`config.mk`:
```
export PLATFORM = sky130hd
export DESIGN_NAME = json_syntax_validator_unit
export DESIGN_NICKNAME = d
export VERILOG_FILES = /design/src/jsv_pkg.sv /design/src/json_syntax_validator_unit.sv /design/src/jsv_front.sv /design/src/jsv_back.sv
export SDC_FILE = /design/constraint.sdc
export NUM_CORES = 1
export LEC_CHECK = 0
export BUFFER_PORTS_ARGS = -buffer_cell sky130_fd_sc_hd__buf_2
export CAP_MARGIN = 20
export CORE_ASPECT_RATIO = 1.25
export CORE_MARGIN = 4
export CORE_UTILIZATION = 50
export CTS_CLUSTER_SIZE = 8
export DETAILED_ROUTE_END_ITERATION = 12
export PLACE_DENSITY = 0.65
export SLEW_MARGIN = 20
export SYNTH_ARGS = -nofsm -noshare
export SYNTH_HDL_FRONTEND = slang
export SYNTH_SLANG_ARGS = --single-unit
```
`constraint.sdc`:
```
create_clock -name clk -period 10 [get_ports clk]
set_clock_uncertainty 0.15 [all_clocks]
set_input_delay 0 -clock clk [delete_from_list [all_inputs] [get_ports clk]]
set_output_delay 0 -clock clk [all_outputs]
set_load 0.01 [all_outputs]
```
`src/jsv_pkg.sv`:
```
package jsv_pkg;

  localparam int MaxNestingDef = 64;
  localparam int OffsetBitsDef = 32;
  localparam int QueueDepth = 2;

  typedef enum logic [4:0] {
    M_VALUE, M_ARR_FIRST, M_OBJ_FIRST, M_OBJ_KEY, M_KEY_STR, M_KEY_ESC,
    M_COLON, M_VAL_STR, M_VAL_ESC, M_AFTER, M_LIT_TRUE, M_LIT_FALSE,
    M_LIT_NULL, M_NUM_SIGN, M_NUM_INT, M_NUM_DOT, M_NUM_FRAC, M_NUM_E,
    M_NUM_ESIGN, M_NUM_EXP
  } mode_t;

  typedef enum logic [3:0] {
    ST_VALID = 4'd0, ST_EMPTY = 4'd1, ST_UNEXPECTED = 4'd2, ST_UNTERM = 4'd3,
    ST_KEY = 4'd4, ST_COLON = 4'd5, ST_COMMA_BRACE = 4'd6,
    ST_COMMA_BRACKET = 4'd7, ST_BAD_BOOL = 4'd8, ST_BAD_NULL = 4'd9,
    ST_BAD_NUM = 4'd10, ST_BAD_EXP = 4'd11, ST_TRAILING = 4'd12,
    ST_TOO_DEEP = 4'd13
  } status_t;

  // byte class from the front end
  typedef enum logic [3:0] {
    C_OTHER, C_WS, C_QUOTE, C_LBRACE, C_RBRACE, C_LBRACK, C_RBRACK,
    C_COMMA, C_COLON, C_MINUS, C_DIGIT, C_DOT, C_EXP, C_PLUS, C_BSLASH
  } cls_t;

  typedef struct packed {
    logic [7:0] data;
    cls_t       cls;
    logic       eot;
  } req_t;

  function automatic cls_t classify(input logic [7:0] c);
    cls_t k;
    k = C_OTHER;
    if (c == 8'd32 || (c >= 8'd9 && c <= 8'd13)) k = C_WS;
    else if (c >= "0" && c <= "9") k = C_DIGIT;
    else begin
      case (c)
        "\"": k = C_QUOTE;
        "{": k = C_LBRACE;
        "}": k = C_RBRACE;
        "[": k = C_LBRACK;
        "]": k = C_RBRACK;
        ",": k = C_COMMA;
        ":": k = C_COLON;
        "-": k = C_MINUS;
        "+": k = C_PLUS;
        ".": k = C_DOT;
        "e", "E": k = C_EXP;
        8'h5c: k = C_BSLASH;
        default: k = C_OTHER;
      endcase
    end
    return k;
  endfunction

  // expected letter of a literal at a position
  function automatic logic [7:0] lit_char(input mode_t m, input logic [2:0] p);
    logic [7:0] r;
    r = 8'd0;
    if (m == M_LIT_TRUE) begin
      case (p)
        3'd1: r = "r";
        3'd2: r = "u";
        3'd3: r = "e";
        default: r = 8'd0;
      endcase
    end else if (m == M_LIT_FALSE) begin
      case (p)
        3'd1: r = "a";
        3'd2: r = "l";
        3'd3: r = "s";
        3'd4: r = "e";
        default: r = 8'd0;
      endcase
    end else begin
      case (p)
        3'd1: r = "u";
        3'd2: r = "l";
        3'd3: r = "l";
        default: r = 8'd0;
      endcase
    end
    return r;
  endfunction

endpackage

```
`src/json_syntax_validator_unit.sv`:
```
// channel | ports  | request fields (low bit up)
// in      | in_*   | tdata: data_byte[7:0]; tlast: end_of_text
// out     | out_*  | tdata: status[3:0], error_offset[35:4], zero pad
// one byte per cycle unless a result waits on a stalled output; a short
// queue splits classify and parse, the parse step against mode and stack
// top sets that rate. the end marker is held in the queue, and a result is
// valid in the cycle after the parse stage takes it; output stalls delay it.
// rst_n clears all control state; stack entries are written before read.
// an output stall backs up into the queue, then into in_tready.
module json_syntax_validator_unit #(
  parameter int MAX_NESTING = jsv_pkg::MaxNestingDef,
  parameter int OFFSET_BITS = jsv_pkg::OffsetBitsDef
) (
  input  logic        clk,
  input  logic        rst_n,
  input  logic        in_tvalid,
  output logic        in_tready,
  input  logic [7:0]  in_tdata,   // data_byte
  input  logic        in_tlast,   // end_of_text
  output logic        out_tvalid,
  input  logic        out_tready,
  output logic [39:0] out_tdata   // status, error_offset, pad
);
  import jsv_pkg::*;

  logic q_valid, q_ready;
  req_t q_req;

  jsv_front u_front (
    .clk, .rst_n, .in_tvalid, .in_tready, .in_tdata, .in_tlast,
    .q_valid, .q_ready, .q_req
  );

  jsv_back #(.MAX_NESTING(MAX_NESTING), .OFFSET_BITS(OFFSET_BITS)) u_back (
    .clk, .rst_n, .q_valid, .q_ready, .q_req, .out_tvalid, .out_tready, .out_tdata
  );
endmodule

```
`src/jsv_front.sv`:
```
module jsv_front (
  input  logic            clk,
  input  logic            rst_n,
  input  logic            in_tvalid,
  output logic            in_tready,
  input  logic [7:0]      in_tdata,
  input  logic            in_tlast,
  output logic            q_valid,
  input  logic            q_ready,
  output jsv_pkg::req_t   q_req
);
  import jsv_pkg::*;

  localparam int PW = $clog2(QueueDepth);

  req_t          mem_r [QueueDepth];
  logic [PW-1:0] wp_r, rp_r;
  logic [PW:0]   cnt_r;
  logic          push, pop;

  assign in_tready = (cnt_r != (PW+1)'(QueueDepth));
  assign push = in_tvalid && in_tready;
  assign q_valid = (cnt_r != '0);
  assign pop = q_valid && q_ready;
  assign q_req = mem_r[rp_r];

  // classify and queue requests
  always_ff @(posedge clk) begin
    if (!rst_n) begin
      wp_r <= '0;
      rp_r <= '0;
      cnt_r <= '0;
    end else begin
      if (push) wp_r <= (wp_r == PW'(QueueDepth-1)) ? '0 : wp_r + 1'b1;
      if (pop) rp_r <= (rp_r == PW'(QueueDepth-1)) ? '0 : rp_r + 1'b1;
      cnt_r <= cnt_r + (PW+1)'(push) - (PW+1)'(pop);
    end
    if (push) mem_r[wp_r] <= '{data: in_tdata, cls: classify(in_tdata), eot: in_tlast};
  end
endmodule

```
`src/jsv_back.sv`:
```
module jsv_back #(
  parameter int MAX_NESTING = jsv_pkg::MaxNestingDef,
  parameter int OFFSET_BITS = jsv_pkg::OffsetBitsDef
) (
  input  logic          clk,
  input  logic          rst_n,
  input  logic          q_valid,
  output logic          q_ready,
  input  jsv_pkg::req_t q_req,
  output logic          out_tvalid,
  input  logic          out_tready,
  output logic [39:0]   out_tdata
);
  import jsv_pkg::*;

  localparam int LW = $clog2(MAX_NESTING + 1);
  localparam logic [OFFSET_BITS-1:0] OfsMax = '1;

  mode_t                  mode_r, mode_nxt;
  logic [MAX_NESTING-1:0] kind_r;
  logic [LW-1:0]          lvl_r, lvl_nxt;
  logic [OFFSET_BITS-1:0] ofs_r, lstart_r, lstart_nxt, lofs_r, lofs_nxt;
  logic [2:0]             prog_r, prog_nxt;
  status_t                lst_r, lst_nxt;
  logic                   push_k, push_kv, pop_k;
  logic                   top_kind;
  logic                   take;
  logic                   ov_r;
  logic [3:0]             ost_r;
  logic [31:0]            oofs_r;
  status_t                fst;
  logic [OFFSET_BITS-1:0] fofs;
  logic [63:0]            fofs_w;

  assign q_ready = !ov_r || out_tready;
  assign take = q_valid && q_ready;
  assign out_tvalid = ov_r;
  assign out_tdata = {4'd0, oofs_r, ost_r};

  // stack top sits at bit 0 of the kind shift register
  assign top_kind = (lvl_r != '0) ? kind_r[0] : 1'b0;
  assign pop_k = (lvl_nxt != lvl_r) && !push_k;

  // per-byte parse step
  always_comb begin
    logic [7:0] c;
    cls_t k;
    logic ws, av;
    logic [2:0] len;
    c = q_req.data;
    k = q_req.cls;
    ws = (k == C_WS);
    av = 1'b0;
    mode_nxt = mode_r;
    lvl_nxt = lvl_r;
    prog_nxt = prog_r;
    lstart_nxt = lstart_r;
    lst_nxt = lst_r;
    lofs_nxt = lofs_r;
    push_k = 1'b0;
    push_kv = 1'b0;
    len = (mode_r == M_LIT_FALSE) ? 3'd5 : 3'd4;
    unique case (mode_r)
      M_VALUE, M_ARR_FIRST: begin
        if (!ws) begin
          if (mode_r == M_ARR_FIRST && k == C_RBRACK) begin
            lvl_nxt = lvl_r - 1'b1;
            mode_nxt = M_AFTER;
          end else begin
            mode_nxt = M_VALUE;
            case (k)
              C_QUOTE: mode_nxt = M_VAL_STR;
              C_LBRACE, C_LBRACK: begin
                if (lvl_r >= LW'(MAX_NESTING)) begin
                  lst_nxt = ST_TOO_DEEP;
                  lofs_nxt = ofs_r;
                end else begin
                  push_k = 1'b1;
                  push_kv = (k == C_LBRACK);
                  lvl_nxt = lvl_r + 1'b1;
                  mode_nxt = (k == C_LBRACK) ? M_ARR_FIRST : M_OBJ_FIRST;
                end
              end
              C_MINUS: mode_nxt = M_NUM_SIGN;
              C_DIGIT: mode_nxt = M_NUM_INT;
              default: begin
                if (c == "t" || c == "f" || c == "n") begin
                  mode_nxt = (c == "t") ? M_LIT_TRUE : (c == "f") ? M_LIT_FALSE : M_LIT_NULL;
                  prog_nxt = 3'd1;
                  lstart_nxt = ofs_r;
                end else begin
                  lst_nxt = ST_UNEXPECTED;
                  lofs_nxt = ofs_r;
                end
              end
            endcase
          end
        end
      end
      M_OBJ_FIRST, M_OBJ_KEY: begin
        if (!ws) begin
          if (k == C_RBRACE && mode_r == M_OBJ_FIRST) begin
            lvl_nxt = lvl_r - 1'b1;
            mode_nxt = M_AFTER;
          end else if (k == C_QUOTE) mode_nxt = M_KEY_STR;
          else begin
            lst_nxt = ST_KEY;
            lofs_nxt = ofs_r;
          end
        end
      end
      M_KEY_STR: begin
        if (k == C_QUOTE) mode_nxt = M_COLON;
        else if (k == C_BSLASH) mode_nxt = M_KEY_ESC;
      end
      M_KEY_ESC: mode_nxt = M_KEY_STR;
      M_COLON: begin
        if (!ws) begin
          if (k == C_COLON) mode_nxt = M_VALUE;
          else begin
            lst_nxt = ST_COLON;
            lofs_nxt = ofs_r;
          end
        end
      end
      M_VAL_STR: begin
        if (k == C_QUOTE) mode_nxt = M_AFTER;
        else if (k == C_BSLASH) mode_nxt = M_VAL_ESC;
      end
      M_VAL_ESC: mode_nxt = M_VAL_STR;
      M_LIT_TRUE, M_LIT_FALSE, M_LIT_NULL: begin
        if (prog_r < len && c == lit_char(mode_r, prog_r)) begin
          prog_nxt = prog_r + 1'b1;
          if (prog_nxt == len) mode_nxt = M_AFTER;
        end else begin
          lst_nxt = (mode_r == M_LIT_NULL) ? ST_BAD_NULL : ST_BAD_BOOL;
          lofs_nxt = lstart_r;
        end
      end
      M_NUM_SIGN, M_NUM_DOT: begin
        if (k == C_DIGIT) mode_nxt = (mode_r == M_NUM_SIGN) ? M_NUM_INT : M_NUM_FRAC;
        else begin
          lst_nxt = ST_BAD_NUM;
          lofs_nxt = ofs_r;
        end
      end
      M_NUM_INT: begin
        if (k == C_DOT) mode_nxt = M_NUM_DOT;
        else if (k == C_EXP) mode_nxt = M_NUM_E;
        else if (k != C_DIGIT) av = 1'b1;
      end
      M_NUM_FRAC: begin
        if (k == C_EXP) mode_nxt = M_NUM_E;
        else if (k != C_DIGIT) av = 1'b1;
      end
      M_NUM_E: begin
        if (k == C_PLUS || k == C_MINUS) mode_nxt = M_NUM_ESIGN;
        else if (k == C_DIGIT) mode_nxt = M_NUM_EXP;
        else begin
          lst_nxt = ST_BAD_EXP;
          lofs_nxt = ofs_r;
        end
      end
      M_NUM_ESIGN: begin
        if (k == C_DIGIT) mode_nxt = M_NUM_EXP;
        else begin
          lst_nxt = ST_BAD_EXP;
          lofs_nxt = ofs_r;
        end
      end
      M_NUM_EXP: if (k != C_DIGIT) av = 1'b1;
      default: av = 1'b1;
    endcase
    // separator or close after a value
    if (av) begin
      mode_nxt = M_AFTER;
      if (!ws) begin
        if (lvl_r == '0) begin
          lst_nxt = ST_TRAILING;
          lofs_nxt = ofs_r;
        end else if (!top_kind) begin
          if (k == C_RBRACE) lvl_nxt = lvl_r - 1'b1;
          else if (k == C_COMMA) mode_nxt = M_OBJ_KEY;
          else begin
            lst_nxt = ST_COMMA_BRACE;
            lofs_nxt = ofs_r;
          end
        end else begin
          if (k == C_RBRACK) lvl_nxt = lvl_r - 1'b1;
          else if (k == C_COMMA) mode_nxt = M_VALUE;
          else begin
            lst_nxt = ST_COMMA_BRACKET;
            lofs_nxt = ofs_r;
          end
        end
      end
    end
  end

  // end-of-text verdict
  always_comb begin
    fofs = ofs_r;
    fst = ST_VALID;
    if (lst_r != ST_VALID) begin
      fst = lst_r;
      fofs = lofs_r;
    end else begin
      unique case (mode_r)
        M_VALUE: fst = (lvl_r == '0) ? ST_EMPTY : ST_UNEXPECTED;
        M_ARR_FIRST: fst = ST_UNEXPECTED;
        M_OBJ_FIRST, M_OBJ_KEY: fst = ST_KEY;
        M_KEY_STR, M_KEY_ESC, M_VAL_STR, M_VAL_ESC: fst = ST_UNTERM;
        M_COLON: fst = ST_COLON;
        M_LIT_TRUE, M_LIT_FALSE: begin
          fst = ST_BAD_BOOL;
          fofs = lstart_r;
        end
        M_LIT_NULL: begin
          fst = ST_BAD_NULL;
          fofs = lstart_r;
        end
        M_NUM_SIGN, M_NUM_DOT: fst = ST_BAD_NUM;
        M_NUM_E, M_NUM_ESIGN: fst = ST_BAD_EXP;
        default: fst = (lvl_r == '0) ? ST_VALID :
                       (top_kind ? ST_COMMA_BRACKET : ST_COMMA_BRACE);
      endcase
    end
    fofs_w = 64'(fofs);
  end

  // state and result registers
  always_ff @(posedge clk) begin
    if (!rst_n) begin
      mode_r <= M_VALUE;
      lvl_r <= '0;
      ofs_r <= '0;
      prog_r <= '0;
      lstart_r <= '0;
      lst_r <= ST_VALID;
      lofs_r <= '0;
      ov_r <= 1'b0;
    end else begin
      if (take && q_req.eot) ov_r <= 1'b1;
      else if (out_tvalid && out_tready) ov_r <= 1'b0;
      if (take) begin
        if (q_req.eot) begin
          ost_r <= fst;
          oofs_r <= fofs_w[31:0];
          mode_r <= M_VALUE;
          lvl_r <= '0;
          ofs_r <= '0;
          prog_r <= '0;
          lstart_r <= '0;
          lst_r <= ST_VALID;
          lofs_r <= '0;
        end else begin
          if (lst_r == ST_VALID) begin
            mode_r <= mode_nxt;
            lvl_r <= lvl_nxt;
            prog_r <= prog_nxt;
            lstart_r <= lstart_nxt;
            lst_r <= lst_nxt;
            lofs_r <= lofs_nxt;
          end
          if (ofs_r != OfsMax) ofs_r <= ofs_r + 1'b1;
        end
      end
    end
  end

  // container kind stack, shifts in on open and out on close
  always_ff @(posedge clk) begin
    if (take && !q_req.eot && lst_r == ST_VALID) begin
      if (push_k) kind_r <= (kind_r << 1) | MAX_NESTING'(push_kv);
      else if (pop_k) kind_r <= kind_r >> 1;
    end
  end
endmodule

```
Word level (Yosys, flattened, before mapping)
Memory sizes are Yosys's and may differ from the RTL's. A register that Yosys moved wholly into a read port is not among the register bits.
Cells that the tools add are included.
- order comparisons: 6
- bitwise operators: 1
- eq/ne operators: 77
- reduce and logical (&&, ||, !) cells: 55
- add/subtract/negate cells: 8
- muxes and demuxes: 160
- operators with widths (cell ; number):
    32-bit two-way mux ; 32
    32-bit case mux with 6 select lines ; 1
    5-bit two-way mux ; 30
    64-bit two-way mux ; 2
    4-bit two-way mux ; 30
    7-bit two-way mux ; 14
    8-bit by 7-bit == test with 1-bit output (second input constant) ; 10
    5-bit case mux with 13 select lines ; 1
    64-bit by 1-bit OR with 64-bit output ; 1
    32-bit case mux with 2 select lines ; 1
    8-bit by 6-bit == test with 1-bit output (second input constant) ; 7
    4-bit case mux with 12 select lines ; 1
    4-bit case mux with 9 select lines ; 1
    5-bit by 4-bit == test with 1-bit output (second input constant) ; 7
    32-bit by 1-bit adder with 32-bit output (second input constant) ; 1
    32-bit inequality test (second input constant) ; 1
    4-bit == test (second input constant) ; 7
    4-bit case mux with 7 select lines ; 1
    7-bit case mux with 2 select lines ; 2
    7-bit case mux with 4 select lines ; 1
    1-bit two-way mux ; 25
    3-bit two-way mux ; 8
    8-bit two-way mux ; 3
    7-bit case mux with 3 select lines ; 1
    other kinds (59) ; 119
- flip-flop bits (word level): 220
- bits in writable memories: 26
- memories: 1
- bits of input ports: 13
- word-level logic and storage cells: 322
- memory list (memory ; words ; bits a word ; rd ports ; clocked after Yosys merged registers in ; write ports ; RTL line ; source):
    u_front.mem_r ; 2 ; 13 ; 1 ; 1 ; 1 ; jsv_front.sv:16 ; req_t mem_r [QueueDepth];

Logic depth before layout (Yosys ltp)
Gate-level depths: netlist of run 1.
- depth after elaboration: 18
- depth in mapped cells: 13
- depth with buffers taken out: 11

Modules after synthesis
Synthesis of run 1 repeated with hierarchy kept, for this count alone.
- cell total of the unflattened synthesis: 1419
- area total of the unflattened synthesis: 13311.5 sq um
- by module, submodules not included (module ; instances ; area an instance (sq um) ; cells an instance ; seq. area each (sq um)):
    jsv_back ; 1 ; 11800.1 ; 1304 ; 5325.1
    jsv_front ; 1 ; 1511.4 ; 115 ; 880.8

Worst setup path before layout of run 1
No wires, ideal clock.
- kind: register to register
- start point: register u_back.mode_r[3]
- end point: register u_back.lvl_r[0]
- cell stages (with the launch flop): 10
- path buffers: 1
- required time: 9.778 ns
- slack: 4.107 ns
- arrival time: 5.671 ns
- period minus slack after synthesis: 5.893 ns
- cells stage by stage: dfxtp_1 > buf_2 > or3b_1 > or3_1 > o21ai_1 > a32oi_2 > a21oi_2 > nand2_1 > a21oi_1 > o221a_2
- longest elaborated chain between the ends: 12
- elaborated cells on any way between the ends: 38
- classes of those cells: 18 x eq/ne; 14 x mux; 6 x reduce/logical
- RTL lines (item ; RTL line ; source):
    start, declared ; jsv_back.sv:19 ; mode_t mode_r, mode_nxt;
    start signal, assigned ; jsv_back.sv:258 ; mode_r <= mode_nxt;
    5-bit by 2-bit == test with 1-bit output / 5-bit by 1-bit == test with 1-bit output (equally long branches) ; jsv_back.sv:63, jsv_back.sv:102, jsv_back.sv:66 ;
    1-bit logical AND (on tied branches) ; jsv_back.sv:102, jsv_back.sv:66 ;
    7-bit two-way mux (on tied branches) ; jsv_back.sv:102, jsv_back.sv:66 ;
    7-bit two-way mux (on tied branches) ; jsv_back.sv:101, jsv_back.sv:65 ;
    7-bit case mux with 2 select lines ; jsv_back.sv:63 ; unique case (mode_r)
    7-bit two-way mux (on tied branches) ; jsv_back.sv:182, jsv_back.sv:189 ;
    7-bit two-way mux ; jsv_back.sv:181 ; end else if (!top_kind) begin
    7-bit two-way mux ; jsv_back.sv:178 ; if (lvl_r == '0) begin
    7-bit two-way mux ; jsv_back.sv:177 ; if (!ws) begin
    7-bit two-way mux * ; jsv_back.sv:175 ; if (av) begin
    7-bit two-way mux * ; jsv_back.sv:257 ; if (lst_r == ST_VALID) begin
    7-bit two-way mux * ; jsv_back.sv:246 ; if (q_req.eot) begin
    end signal, assigned ; jsv_back.sv:259 ; lvl_r <= lvl_nxt;
    end, declared ; jsv_back.sv:21 ; logic [LW-1:0] lvl_r, lvl_nxt;
Every way passes the cells marked *; elsewhere a longest branch is shown, timed or not. The select of a mux whose other input is x is not followed.
A chain may end at the register's enable or synchronous reset.

==> results of run 1 <==
==> stage by stage <==
step           setup WS, ns    util
2_1_floorplan         4.107       -
3_3_place_gp          6.192  0.5287
3_5_place_dp          6.139  0.5289
4_1_cts               6.089  0.5727
5_1_grt               5.788  0.5727
6_report              6.051  0.5727
==> cell families (layout without fill, tap and decap cells) <==
family,count (synthesis),count (layout)
xor gates and xnor gates,45,45
adders and majority gates,11,11
DFF,247,247
muxes,120,120
and+or+nand+nor,445,445
buffers and inverters,130,181
other,1,4
AOI/OAI and AO/OA,405,405
==> routing by layer <==
metal / part of all wire / GRT usage / wire [um] / up-vias
li1: - / - / - / 5364
met1: 0.40 / 0.3041 / 14910 / 5541
met2: 0.49 / 0.3932 / 18210 / 469
met3: 0.067 / 0.04046 / 2472 / 104
met4: 0.041 / 0.1093 / 1524 / 0
met5: 0 / 0 / 0 / -
==> sequential cells by signal (all words and copies together), names as in the netlist, 4 cells and up, named ones only <==
signal and count:
u_back.ost_r 4, u_back.oofs_r 32, u_back.ofs_r 32, u_back.lst_r 4, u_back.lstart_r 32, u_front.mem_r 26
u_back.kind_r 64, u_back.mode_r 5, u_back.lvl_r 7, u_back.lofs_r 32
==> critical path: stages (launching register included) <==
cell and delay, ns:
dfxtp_1 0.31, buf_4 0.42, mux2_2 0.51, o211a_1 0.21, o21ai_1 0.18, a32oi_2 0.20, a21oi_2 0.41, nand2_1 0.22
a21oi_4 0.24, buf_4 0.65
==> cells in the mapped netlist (13+ instances only) <==
library cell,instances
inv_1,30
mux2_2,68
nand2_1,93
o21ai_0,52
clkbuf_1,62
o31ai_1,14
a211oi_1,15
a21oi_1,96
a22oi_1,71
buf_2,27
dfxtp_1,121
nand3_1,37
nand4_1,13
nor2_1,167
xor2_1,27
xnor2_1,18
mux2i_1,46
edfxtp_1,126
nor3_1,22
==> power groups by stage <==
stage	combinational (mW)	sequential, mW	clock [mW]
3_3_place_gp	1.66	1.36	0
2_1_floorplan	1.22	1.36	0
4_1_cts	1.68	1.35	1.16
6_report	1.70	1.35	1.13
5_1_grt	1.85	1.36	1.20
3_5_place_dp	1.67	1.37	0
==> layout make-up <==
class                      instances  area share
clock buffer                      60     0.06633
inverter                          31    0.007550
clock inverter                     3    0.001705
sequential                       247      0.4027
tap                              345     0.02801
multi-input combinational       1030      0.4574
timing repair buffer              87     0.03637
==> worst paths after layout <==
check / end / slack (ns)
setup / recovery: u_back.kind_r[15]$_DFFE_PP_ / 6.05
hold / removal: u_front.mem_r[1][0]$_DFFE_PP_ / 0.08
setup reg to reg: u_back.kind_r[15]$_DFFE_PP_ / 6.05
hold reg to reg: u_back.lofs_r[19]$_SDFFE_PN0P_ / 0.31
==> results.md, run 1 <==
Run status:
- The run finished with clean final reports.

Synth:
- The distinct cell type count of the synthesized netlist is 103.
- The register bit total from synthesis is ~250.
- The simple logic cell fraction of the synthesized area is 0.1624.
- The post-synthesis sequential area ratio is 0.4519.
- Counting flops with a built-in enable in the synthesized netlist gives 126.
- The dominant register cell in the synthesized netlist is edfxtp_1.
- In the synthesized netlist the async set-or-reset flop fraction comes to 0.
- Synthesis produced about 1400 cells.
- After synthesis, the largest family of logic cells by area is compound AO/OA/AOI/OAI gates.
- The post-synthesis share of cell area spent on full adders, half adders and majority gates is 0.01002.
- Of the post-synthesis cell area, the dominant cell type holds 0.2755.
- The compound-gate portion of the synthesized area was 0.2102.
- Of the total synthesized cell area, the portion taken by XOR and XNOR cells is 0.02870.
- The mapped netlist covers 13730 um^2.
- The library cell with the largest summed area after synthesis is edfxtp_1.
- The number of warning messages in the yosys log is 0.
- In this run the mean area of a mapped cell was slightly below 10 um^2.
- The mux share of post-synthesis cell area is 0.09584.
- After synthesis, the cell types taking the most area are edfxtp_1, dfxtp_1, mux2_2.

Timing:
- Derived from the worst setup path, the maximum achievable clock frequency is approximately 0.25 GHz.
- The final-report setup violation count is 0.
- The final-layout worst hold slack is 0.07738 ns.
- The remaining max-slew budget at the tightest pin is 0.2772.
- The shortest period the worst path allows is 3.949 ns.
- The number of endpoints with negative hold slack in the final report is 0.
- The number of max-slew violations in the final report is 0.
- For the pin with the worst max-slew slack, the measured transition is 1.074 ns.
- The ratio of final minimum period to clock period is 0.3949.
- Setup repair after global routing left no endpoint under its margin.
- Adding up every negative setup slack in the final design gives 0 ns.

Power and ir drop:
- The overall power of the completed layout is approximately 4.2 mW.
- The worst IR drop on VDD is 0.1605 mV.
- The ratio of total power to cell area is approximately 270 nW/um^2.
- The sequential power share is 0.322.
- The design internal power is 2.533 mW.
- The clock network fraction of design power is 0.270.
- The part of the power in combinational logic is 0.407.
- The switching portion of total power is 0.3945.
- In this run the static leakage power is 5.469 nW.
- The analysis attributes to net switching a power of 1.650 mW.

Critical path:
- The nature of the critical path endpoint is a register.
- STA puts the critical path data arrival time at 3.93 ns.
- The critical path is of the register to register type.
- The largest fanout of any net on the critical path is 63.
- The data required time at the worst endpoint is 9.99 ns.
- STA classifies the critical path startpoint as a register.
- The logic depth of the worst register-to-register path is 9.

Clock network:
- The clock tree root driver cell is clkbuf_16.
- The worst-skew pair later-pin latency is 0.51 ns.
- TritonCTS built the clock tree.
- The H-tree was split into 2 levels.
- The total clock sinks is approximately 250.
- The longest clock path from root to sink contains 3 buffers.
- Once the clock tree was built, the resizer swapped 0 gates to a different size.
- Buffers inserted to repair hold after CTS numbered 13.
- Once the clock tree was built, the setup fixing pass inserted 0 buffers.
- Clock tree synthesis inserted a total of 37 buffers.
- The post-CTS clock slew at the launch and capture registers of the worst setup and hold paths is 0.05 ns.

Global routing:
- In the global route stage, overall resource usage came out at 0.2383.
- Entering global routing, the biggest net connects 66 pins.
- The total overflow left after global routing is 0.
- The number of global-route vias before repair is 11007.
- The first global-routing pass estimated 58920 um of wire.
- The number of antenna violations at the first check in global routing is 0.

Route:
- The first routing iteration left 877 violations.
- The detailed-route via count is 11478.
- The count of nets left with antenna violations once routing finished came out at 0.
- The wire length per cell is about 20 um.
- The number of detailed-route iterations in the first pass is 7.
- The total wire length is 37120 um.
- The post-detailed-route DRC marker count is 0.
- Using the TritonRoute via totals, the vias-per-cell ratio works out to 6.366.

Job:
- The total of max-cap violations is 0.

Hold path:
- The worst min-delay path class is input pin to register.
- The number of instances on the worst hold path is 2.
- In this run the most critical hold path is launched from in_tlast.

Place:
- The HPWL after detailed placement is ~24000 um.
- The number of placed instances, taps included is 1727.
- The placed instances occupy a cell area of approximately 14000 um^2.
- The final weighted congestion of routability-driven global placement is 1.026.
- The number of buffers inserted by port buffering is 50.

Cells and area:
- The repair_antennas step left the layout with diodes totalling 0.
- After routing the design area is 15410 um^2.
- In the layout the commonest cells are nor2_1, edfxtp_1, dfxtp_1.
- The final instance count without filler cells is around 1800.
- At the end of the flow, the number of nets in the layout was 1458.
- Summing all flip-flop and latch instances after layout gives 6206 um^2.
- The signed area change from the synthesized netlist to the final layout is 12.22%.
- The number of fill cells is 2369.
- The area of the multi-input gates is 7049 um^2.
- Leaving out fill and tap cells, the most frequent cell in the layout is nor2_1.
- In the final layout, the share of cells above drive strength 1 is 0.1639.

Die:
- The total number of placement rows is 67.
- The height of the die is between 150 and 200 um.
- The count of pins on the block boundary is between 50 and 60.
- The die covers 30200 um^2.
- The initial utilization of the core area, before any placement, comes to 0.5104.
- The total area inside the core boundary comes to 26910 um^2.
- The die outline width is 156.2 um.
Power figures use the tool's default switching activity.
==> run 2, diff against run 1 <==
Settings changed: ABC_AREA set to 1, PLACE_DENSITY 0.65 to 0.67.
Clock period 10 ns to 3.6 ns, I/O delays scaled along.
==> run 2 against run 1 <==
Utilization up 0.14 points; worst setup slack worse by 5.8 ns; first-iteration DRC count up 39%; hold slack worse by 0.025 ns; critical path type unchanged; critical endpoint is now u_back.kind_r[49]$_DFFE_PP_.
==> results.md, run 2 <==
Route:
- The ratio of routed vias to standard cells is 5.577 (-12%).
- The count of nets left with antenna violations after detail routing was 0 (unchanged).
- The detailed-route via count is 14534 (+27%).
- The post-detailed-route DRC marker count is 0 (unchanged).
- The total wire length is 44920 um (+21%).
- The initial detailed-routing violation count is 1215 (+39%).
- The wire length per cell is 17.24 um (-16%).
- The number of detailed-route iterations in the first pass is 5 (-2).

Critical path:
- STA classifies the critical path startpoint as a register.
- The logic depth of the worst register-to-register path is 16 (+7).
- STA classifies the critical path endpoint as a register.
- The critical path ends at u_back.kind_r[49]$_DFFE_PP_.
- In this run the worst setup path begins at u_back.mode_r[1]$_SDFFE_PN0P_.
- The critical path is of the register to register type.
- The destination of the worst register-to-register timing path is u_back.kind_r[49]$_DFFE_PP_.
- The signal arrival time at the worst endpoint is 3.43 ns (-0.50 ns).
- The startpoint of the worst-slack reg-to-reg timing path is u_back.mode_r[1]$_SDFFE_PN0P_.
- The standard cell with the maximum stage delay on the critical path is dfxtp_1.
- The number of cells on the critical path was 16 (+7).
- The minimum setup slack among reg-to-reg paths is 0.22 ns (-5.83 ns).
- Grouping stages by cell kind, the critical path spends the most delay in simple AND/OR/NAND/NOR gates.
- The largest fanout of any net on the critical path is 46 (-27%).
- The buffer and inverter count on the worst path is 2 (unchanged).
- The data required time at the worst endpoint is 3.65 ns (-6.34 ns).
- The dominant cell type by count on the critical path is nand2_1.
- The critical path goes through inv_2, nand2_1, nor2_1, nand2_1, nand3_1, nor3_2, nand3_2, o21ai_4, nand2_2, nor2_2, nand2_1, o21a_1, nand2_1, o21ai_1, nor2_4, buf_12.
- The worst stage delay on the critical path is 0.47 ns (-0.18 ns).

Timing:
- The number of endpoints with negative hold slack in the final report came to 0 (unchanged).
- Setup repair after global routing left no endpoint under its margin.
- The sum of negative setup slack is 0 ns (unchanged).
- The transition at the pin with the smallest max-transition slack came to 0.7715 ns (-0.3027 ns).
- The ratio of final minimum period to clock period is 0.9393 (+0.5444).
- The number of max-slew violations in the final report is 0 (unchanged).
- The final-report setup violation count came to 0 (unchanged).
- The peak clock frequency supported by timing is 0.2957 GHz (+17%).
- The setup slack of the critical path after layout came to 0.2185 ns (-5.833 ns).
- The remaining max-slew budget at the tightest pin is 0.4851 (+0.2079).
- The shortest period the worst path allows is 3.381 ns (-0.5672 ns).

Clock network:
- The maximum buffer depth of the clock tree is 3 (unchanged).
- The worst-skew pair later-pin latency was 0.53 ns (+0.02 ns).
- The clock tree from TritonCTS is done.
- In this run the clock root is driven by a clkbuf_16.
- The total clock sinks is 247 (unchanged).
- The number of clock buffers inserted by TritonCTS is 36 (-2.7%).
- The post-CTS clock slew at the launch and capture registers of the worst setup and hold paths was 0.05 ns (about the same).
- The total setup buffers inserted after CTS is 0 (unchanged).
- The total number of H-tree levels came to 2 (unchanged).

Power and ir drop:
- The part of the power in combinational logic is 0.491 (+0.084).
- The worst IR drop on VDD was 0.6134 mV (+280%).
- The switching portion of total power was 0.4752 (+0.08074).
- The switching power came to 6.368 mW (+290%).
- The clock network fraction of design power is 0.236 (-0.034).
- The ratio of total power to cell area is 793.1 nW/um^2 (+190%).
- The sequential power share is 0.273 (-0.049).
- The design internal power is 7.033 mW (+180%).
- The leakage component of the power came to 7.050 nW (+29%).

Cells and area:
- The number of flip-flops in the largest register is 64 (unchanged).
- The register containing the most flip-flops in the final layout is u_back.kind_r.
- The signed area change from the synthesized netlist to the final layout is 12.49%.
- The antenna cell count is 0 (unchanged).
- The fraction of final layout cells with drive strength greater than 1 was 0.1167 (-0.04718).
- In the layout the commonest cells are nand2_1, inv_1, a21oi_1, nand3_1, edfxtp_1.
- The final-stage net count is 2208 (+51%).
- The final instance count without filler cells came to 2606 (+45%).
- The most common cell after layout, fill and taps aside is nand2_1.

Die:
- The die outline width is 163.0 um (+4.3%).
- The height of the die is 201.8 um (+4.4%).
- The area of the die is 32900 um^2 (+8.9%).
- The placeable core region came to 29430 um^2 (+9.4%).
- The starting density of the core is 0.5104 (about the same).
- The total number of placement rows came to 70 (+4.5%).
- The count of pins on the block boundary is 55 (unchanged).

Global routing:
- The overflow left after global routing is 0 (unchanged).
- The number of antenna violations at the first check in global routing is 0 (unchanged).
- The largest net degree at the start of global routing is 63 (-4.5%).
- The overall fraction of global-route tracks in use is 0.2694 (+0.03115).
- The number of global-route vias before repair is 13805 (+25%).
- The wire length of the first global-routing pass is 72390 um (+23%).

Synth:
- The post-synthesis share of cell area spent on full adders, half adders and majority gates came to 0.009163 (-0.0008581).
- The most frequent cell after synthesis is nand2_1.
- The share of the synthesized area in the top cell type was 0.2519 (-0.02359).
- The synthesized instance count was 2131 (+52%).
- The mean cell area of the mapped netlist came to 7.049 um^2 (-28%).
- The number of warning messages in the yosys log is 0 (unchanged).
- The parity-gate share of the synthesized area counting xor and xnor cells is 0.006997 (-0.02170).
- The register bit total from synthesis was 247 (unchanged).
- The library cell with the largest summed area after synthesis is edfxtp_1.
- By area, the combinational part of the netlist is dominated by simple AND/OR/NAND/NOR gates.
- The simple logic cell fraction of the synthesized area is 0.3593 (+0.1968).
- The post-synthesis sequential area ratio is 0.4132 (-0.03869).
- The distinct cell type count of the synthesized netlist is 59 (-43%).
- The compound-gate portion of the synthesized area is 0.1330 (-0.07714).
- The synthesized area is 15020 um^2 (+9.4%).
- Ranked by instance count, the synthesized netlist is headed by nand2_1, inv_1, a21oi_1, nand3_1, nor2_1.
- The mux share of post-synthesis cell area is 0 (-0.09584).
- The dominant register cell in the synthesized netlist is edfxtp_1.
- In the post-synthesis netlist, the biggest area contributors are edfxtp_1, nand2_1, dfxtp_1.
- The share of flip-flops with an asynchronous set or reset came to 0 (unchanged).
- The number of enable-type register cells in the synthesized netlist came to 126 (unchanged).

Hold path:
- In this run the worst hold path is classified as input pin to register.

Place:
- The pre-CTS setup slack was 0.1876 ns (-5.951 ns).
- The number of buffers inserted by port buffering is 50 (unchanged).
- The half-perimeter wire length after detailed placement is 31020 um (+27%).
- The number of placed instances, taps included was 2528 (+46%).
- The final weighted congestion of routability-driven global placement is 0.9784 (-4.7%).

Job:
- The total of max-cap violations came to 0 (unchanged).

Run status:
- The flow ran to the end, and the final reports show no timing, DRC or antenna violations.
==> run 2: cell count changes after synthesis, sizes merged, moves of 15 or more <==
| cell | delta |
|---|---|
| a21oi | +48 |
| nand3 | +111 |
| o31ai | -15 |
| nand4 | +25 |
| o21ai | +84 |
| xor2 | -16 |
| xnor2 | -17 |
| a22oi | -71 |
| inv | +159 |
| nand2 | +726 |
| mux2i | -50 |
| nor3 | +20 |
| mux2 | -70 |
==> run 2: layout make-up <==
type / count / area (um^2)
Multi-Input combinational cell: 1602 / 7706
Fill cell: 2841 / 12530
Tap cell: 396 / 495.5
Clock buffer: 61 / 994.7
Clock inverter: 3 / 45.04
Sequential cell: 247 / 6206
Timing Repair Buffer: 105 / 728.2
Inverter: 192 / 720.7
==> run 2: power by group through the flow <==
stage | clock network [mW] | logic (mW) | registers (mW)
after global placement | 0 | 6.39 | 3.70
after CTS | 3.22 | 6.48 | 3.65
after floorplan | 0 | 4.55 | 3.69
final | 3.17 | 6.58 | 3.66
after global routing | 3.35 | 7.18 | 3.69
after detailed placement | 0 | 6.43 | 3.70
==> run 2: cells by family after synthesis <==
logic type,Yosys count
flip-flops,247
adder cells (fa/ha/maj),11
AND/OR/NAND/NOR,1226
AO/OA/AOI/OAI,349
XOR/XNOR,12
buffers and inverters,285
other,1
==> run 2: per-stage QoR <==
stage | cell area, um^2 | utilization | total power, mW | hold slack (ns)
after floorplan | 15040 | - | 8.243 | -0.05113
after global placement | 15700 | 0.5336 | 10.09 | 0.04027
after detailed placement | 15710 | 0.5337 | 10.13 | 0.04346
after CTS | 16880 | 0.5735 | 13.35 | 0.04569
after global routing | 16900 | 0.5742 | 14.22 | 0.07818
final | 16900 | 0.5742 | 13.40 | 0.05285
==> run 2: how the worst min path moves through the flow <==
stage | start | end | slack (ns) | cells after the start
final | in_tlast | u_front.mem_r[0][0]$_DFFE_PP_ | 0.05 | 2
after global routing | in_tlast | u_front.mem_r[0][0]$_DFFE_PP_ | 0.08 | 2
after CTS | in_tlast | u_front.mem_r[1][0]$_DFFE_PP_ | 0.05 | 2
after detailed placement | in_tlast | u_front.mem_r[1][0]$_DFFE_PP_ | 0.04 | 1
after global placement | in_tlast | u_front.mem_r[0][0]$_DFFE_PP_ | 0.04 | 1
after floorplan | in_tlast | u_front.mem_r[0][0]$_DFFE_PP_ | -0.05 | 0
==> run 2: repair_timing <==
action / 4_1_cts / 5_1_grt
resized for setup: 0 / 4
hold endpoints to repair: 51 / 0
endpoints found under the setup margin: 0 / 77
hold buffers: 13 / 0
==> run 2: layer usage <==
layer	routed length [um]	vias to the layer above	global-route usage
li1	-	7128	-
met1	18380	6724	0.3336
met2	22040	548	0.4709
met3	2338	134	0.02774
met4	2166	0	0.1232
met5	0	-	0
==> run 3, diff against run 2 <==
Settings changed: CORE_UTILIZATION 50 to 25, PLACE_DENSITY 0.67 to 0.38.
==> run 3 against run 2 <==
Sequential power hardly changed; global-route usage fell by 11 points; highest routed layer unchanged; final cell count grew 15%; routed wire length up 18%; clock power increased by 5%; die area increased by 95%; critical endpoint is now u_back.lofs_r[22]$_SDFFE_PN0P_.
==> results.md, run 3 (synthesized netlist as in run 2, its figures left out) <==
Run status:
- The flow ran to the end, and the final reports show no timing, DRC or antenna violations.

Cells and area:
- The most common cell after layout, fill and taps aside is nand2_1.
- The final-stage net count is 2231 (+1.0%).
- The register containing the most flip-flops in the final layout is u_back.kind_r.
- The final cell utilization of the core is 0.2953 (-0.2789).
- The number of fill cells was 6551 (+130%).
- The number of flip-flops in the largest register is 64 (unchanged).
- Relative to the synthesized area, the layout overhead comes to 17.08%.
- The storage element area was 6206 um^2 (unchanged).
- The antenna cell count is 0 (unchanged).
- The final instance count without filler cells was 2997 (+15%).
- The area of the multi-input gates is 7704 um^2 (about the same).
- The fraction of final layout cells with drive strength greater than 1 is 0.1259 (+0.009154).
- The library cells used most frequently in the layout, excluding fill and tap cells, are nand2_1, inv_1, a21oi_1, nand3_1, edfxtp_1.

Timing:
- The ratio of final minimum period to clock period is 0.9253 (-0.01398).
- The peak clock frequency supported by timing was 0.3002 GHz (+1.5%).
- The shortest period the worst path allows is 3.331 ns (-0.05033 ns).
- The number of endpoints with negative hold slack in the final report came to 0 (unchanged).
- The number of max-slew violations in the final report is 0 (unchanged).
- The remaining max-slew budget at the tightest pin was 0.4124 (-0.07268).
- The final-report setup violation count is 0 (unchanged).
- The sum of negative setup slack is 0 ns (unchanged).
- Setup repair after global routing left no endpoint under its margin.
- The transition at the pin with the smallest max-transition slack came to 0.8781 ns (+0.1066 ns).

Route:
- The post-detailed-route DRC marker count is 0 (unchanged).
- The ratio of routed vias to standard cells is 4.804 (-14%).
- The initial detailed-routing violation count is 852 (-30%).
- The number of detailed-route iterations in the first pass was 7 (+2).
- The wire length per cell is 17.64 um (+2.3%).
- The detailed-route via count came to 14399 (-0.93%).
- The total wire length was 52870 um (+18%).
- The count of nets left with antenna violations after detail routing was 0 (unchanged).

Place:
- The number of buffers inserted by port buffering is 50 (unchanged).
- The number of placed instances, taps included is 2915 (+15%).
- The half-perimeter wire length after detailed placement is 37370 um (+20%).
- The final weighted congestion of routability-driven global placement came to 0.8919 (-8.8%).

Die:
- The count of pins on the block boundary was 55 (unchanged).
- The area of the die was 64090 um^2 (+95%).
- The total number of placement rows is 100 (+43%).
- The starting density of the core is 0.2522 (-0.2582).
- The height of the die came to 282.1 um (+40%).
- The placeable core region came to 59560 um^2 (+100%).
- The die outline width is 227.2 um (+39%).

Global routing:
- The number of global-route vias before repair is 14594 (+5.7%).
- The met1 track utilization from global routing is 0.1914 (-0.1422).
- The met2 global-route usage came to 0.3061 (-0.1648).
- The met3 demand-to-capacity share in global routing is 0.02398 (-0.003761).
- The overflow left after global routing is 0 (unchanged).
- The overall fraction of global-route tracks in use is 0.1641 (-0.1053).
- The largest net degree at the start of global routing is 64 (+1.6%).
- The number of antenna violations at the first check in global routing was 0 (unchanged).
- met2 is the most crowded layer.
- The wire length of the first global-routing pass came to 83020 um (+15%).

Power and ir drop:
- The overall power of the completed layout came to 13.80 mW (+3.0%).
- The worst IR drop on VDD is 0.5159 mV (-16%).
- The leakage component of the power was 7.188 nW (+2.0%).
- The ratio of total power to cell area is 784.9 nW/um^2 (-1.0%).

Critical path:
- The worst setup path is launched from a register.
- The largest fanout of any net on the critical path is 24 (-48%).
- The critical path is of the register to register type.
- The nature of the critical path endpoint is a register.
- The data required time at the worst endpoint was 3.93 ns (+0.28 ns).
- The signal arrival time at the worst endpoint is 3.66 ns (+0.23 ns).

Job:
- The total of max-cap violations is 0 (unchanged).

Clock network:
- The worst-skew pair later-pin latency came to 0.55 ns (+0.02 ns).
- The maximum buffer depth of the clock tree is 3 (unchanged).
- TritonCTS built the clock tree.
- The clock tree root driver cell is clkbuf_16.
- The number of clock buffers inserted by TritonCTS is 37 (+2.8%).
- The total clock sinks came to 247 (unchanged).
- The post-CTS clock slew at the launch and capture registers of the worst setup and hold paths came to 0.06 ns (about the same).
- The total number of H-tree levels came to 2 (unchanged).

Hold path:
- The worst min-delay path class is input pin to register.
- The worst min-delay path startpoint is in_tlast.
[run 3: cell count changes in the layout (fill, tap and decap cells not counted), moves of 2 or more]
cell	delta
buf_12	+4
clkbuf_1	-4
buf_6	-2
buf_4	+20
clkinv_1	+2
[run 3: final cells by class]
| class | instances | area share |
|---|---|---|
| clock buffer | 59 | 0.05791 |
| clock inverter | 5 | 0.002561 |
| inverter | 192 | 0.04098 |
| multi-input combinational | 1602 | 0.4380 |
| sequential | 247 | 0.3529 |
| tap | 765 | 0.05443 |
| timing repair buffer | 127 | 0.05322 |
[run 3: path summary, 6_finish.rpt]
check,endpoint,slack [ns],cells after the start
worst max-delay path,u_back.lofs_r[22]$_SDFFE_PN0P_,0.27,15
worst min-delay path,u_front.mem_r[1][0]$_DFFE_PP_,0.04,2
worst max register to register,u_back.lofs_r[22]$_SDFFE_PN0P_,0.27,15
worst min register to register,u_front.rp_r$_SDFFE_PN0P_,0.31,1
[run 3: metal layers]
metal	up-vias	wire length, um
met5	-	0
met4	0	1717
met3	105	1920
met2	342	27120
met1	6769	22110
li1	7183	-
[run 3: critical path, cell delays in order, from the launching register on]
cell and delay (ns):
dfxtp_1 0.34, buf_4 0.25, o21ai_1 0.19, nor2_2 0.19, nand2_1 0.16, nor2_1 0.70
a21oi_1 0.24, nand2_4 0.18, nor2_4 0.04, nand2_4 0.17, nor2_8 0.11, o21ai_0 0.18
nand2_1 0.08, nand2_1 0.07, nand2_1 0.04, a21oi_1 0.14
[run 3: per-stage QoR]
step	area, um^2	worst slack [ns]	hold WS [ns]
floorplan	15040	0.07397	-0.05113
global placement	16340	0.01210	0.04101
detailed placement	16340	-0.03537	0.04242
CTS	17530	0.09548	0.008299
global route	17590	0.0006941	0.02088
finish	17590	0.2688	0.03520
[run 3: report_power, final]
| part | switching, mW | internal, mW |
|---|---|---|
| combinational | 4.99 | 1.83 |
| sequential | 0.233 | 3.43 |
| clock | 1.38 | 1.94 |
[run 3: timing repair]
action / 4_1_cts / 5_1_grt
pin swaps: 0 / 2
buffers inserted: 0 / 5
setup endpoints to repair: 13 / 18
gates resized for setup: 1 / 1
hold buffers: 13 / 0
cloned: 0 / 0
hold endpoints to repair: 65 / 0
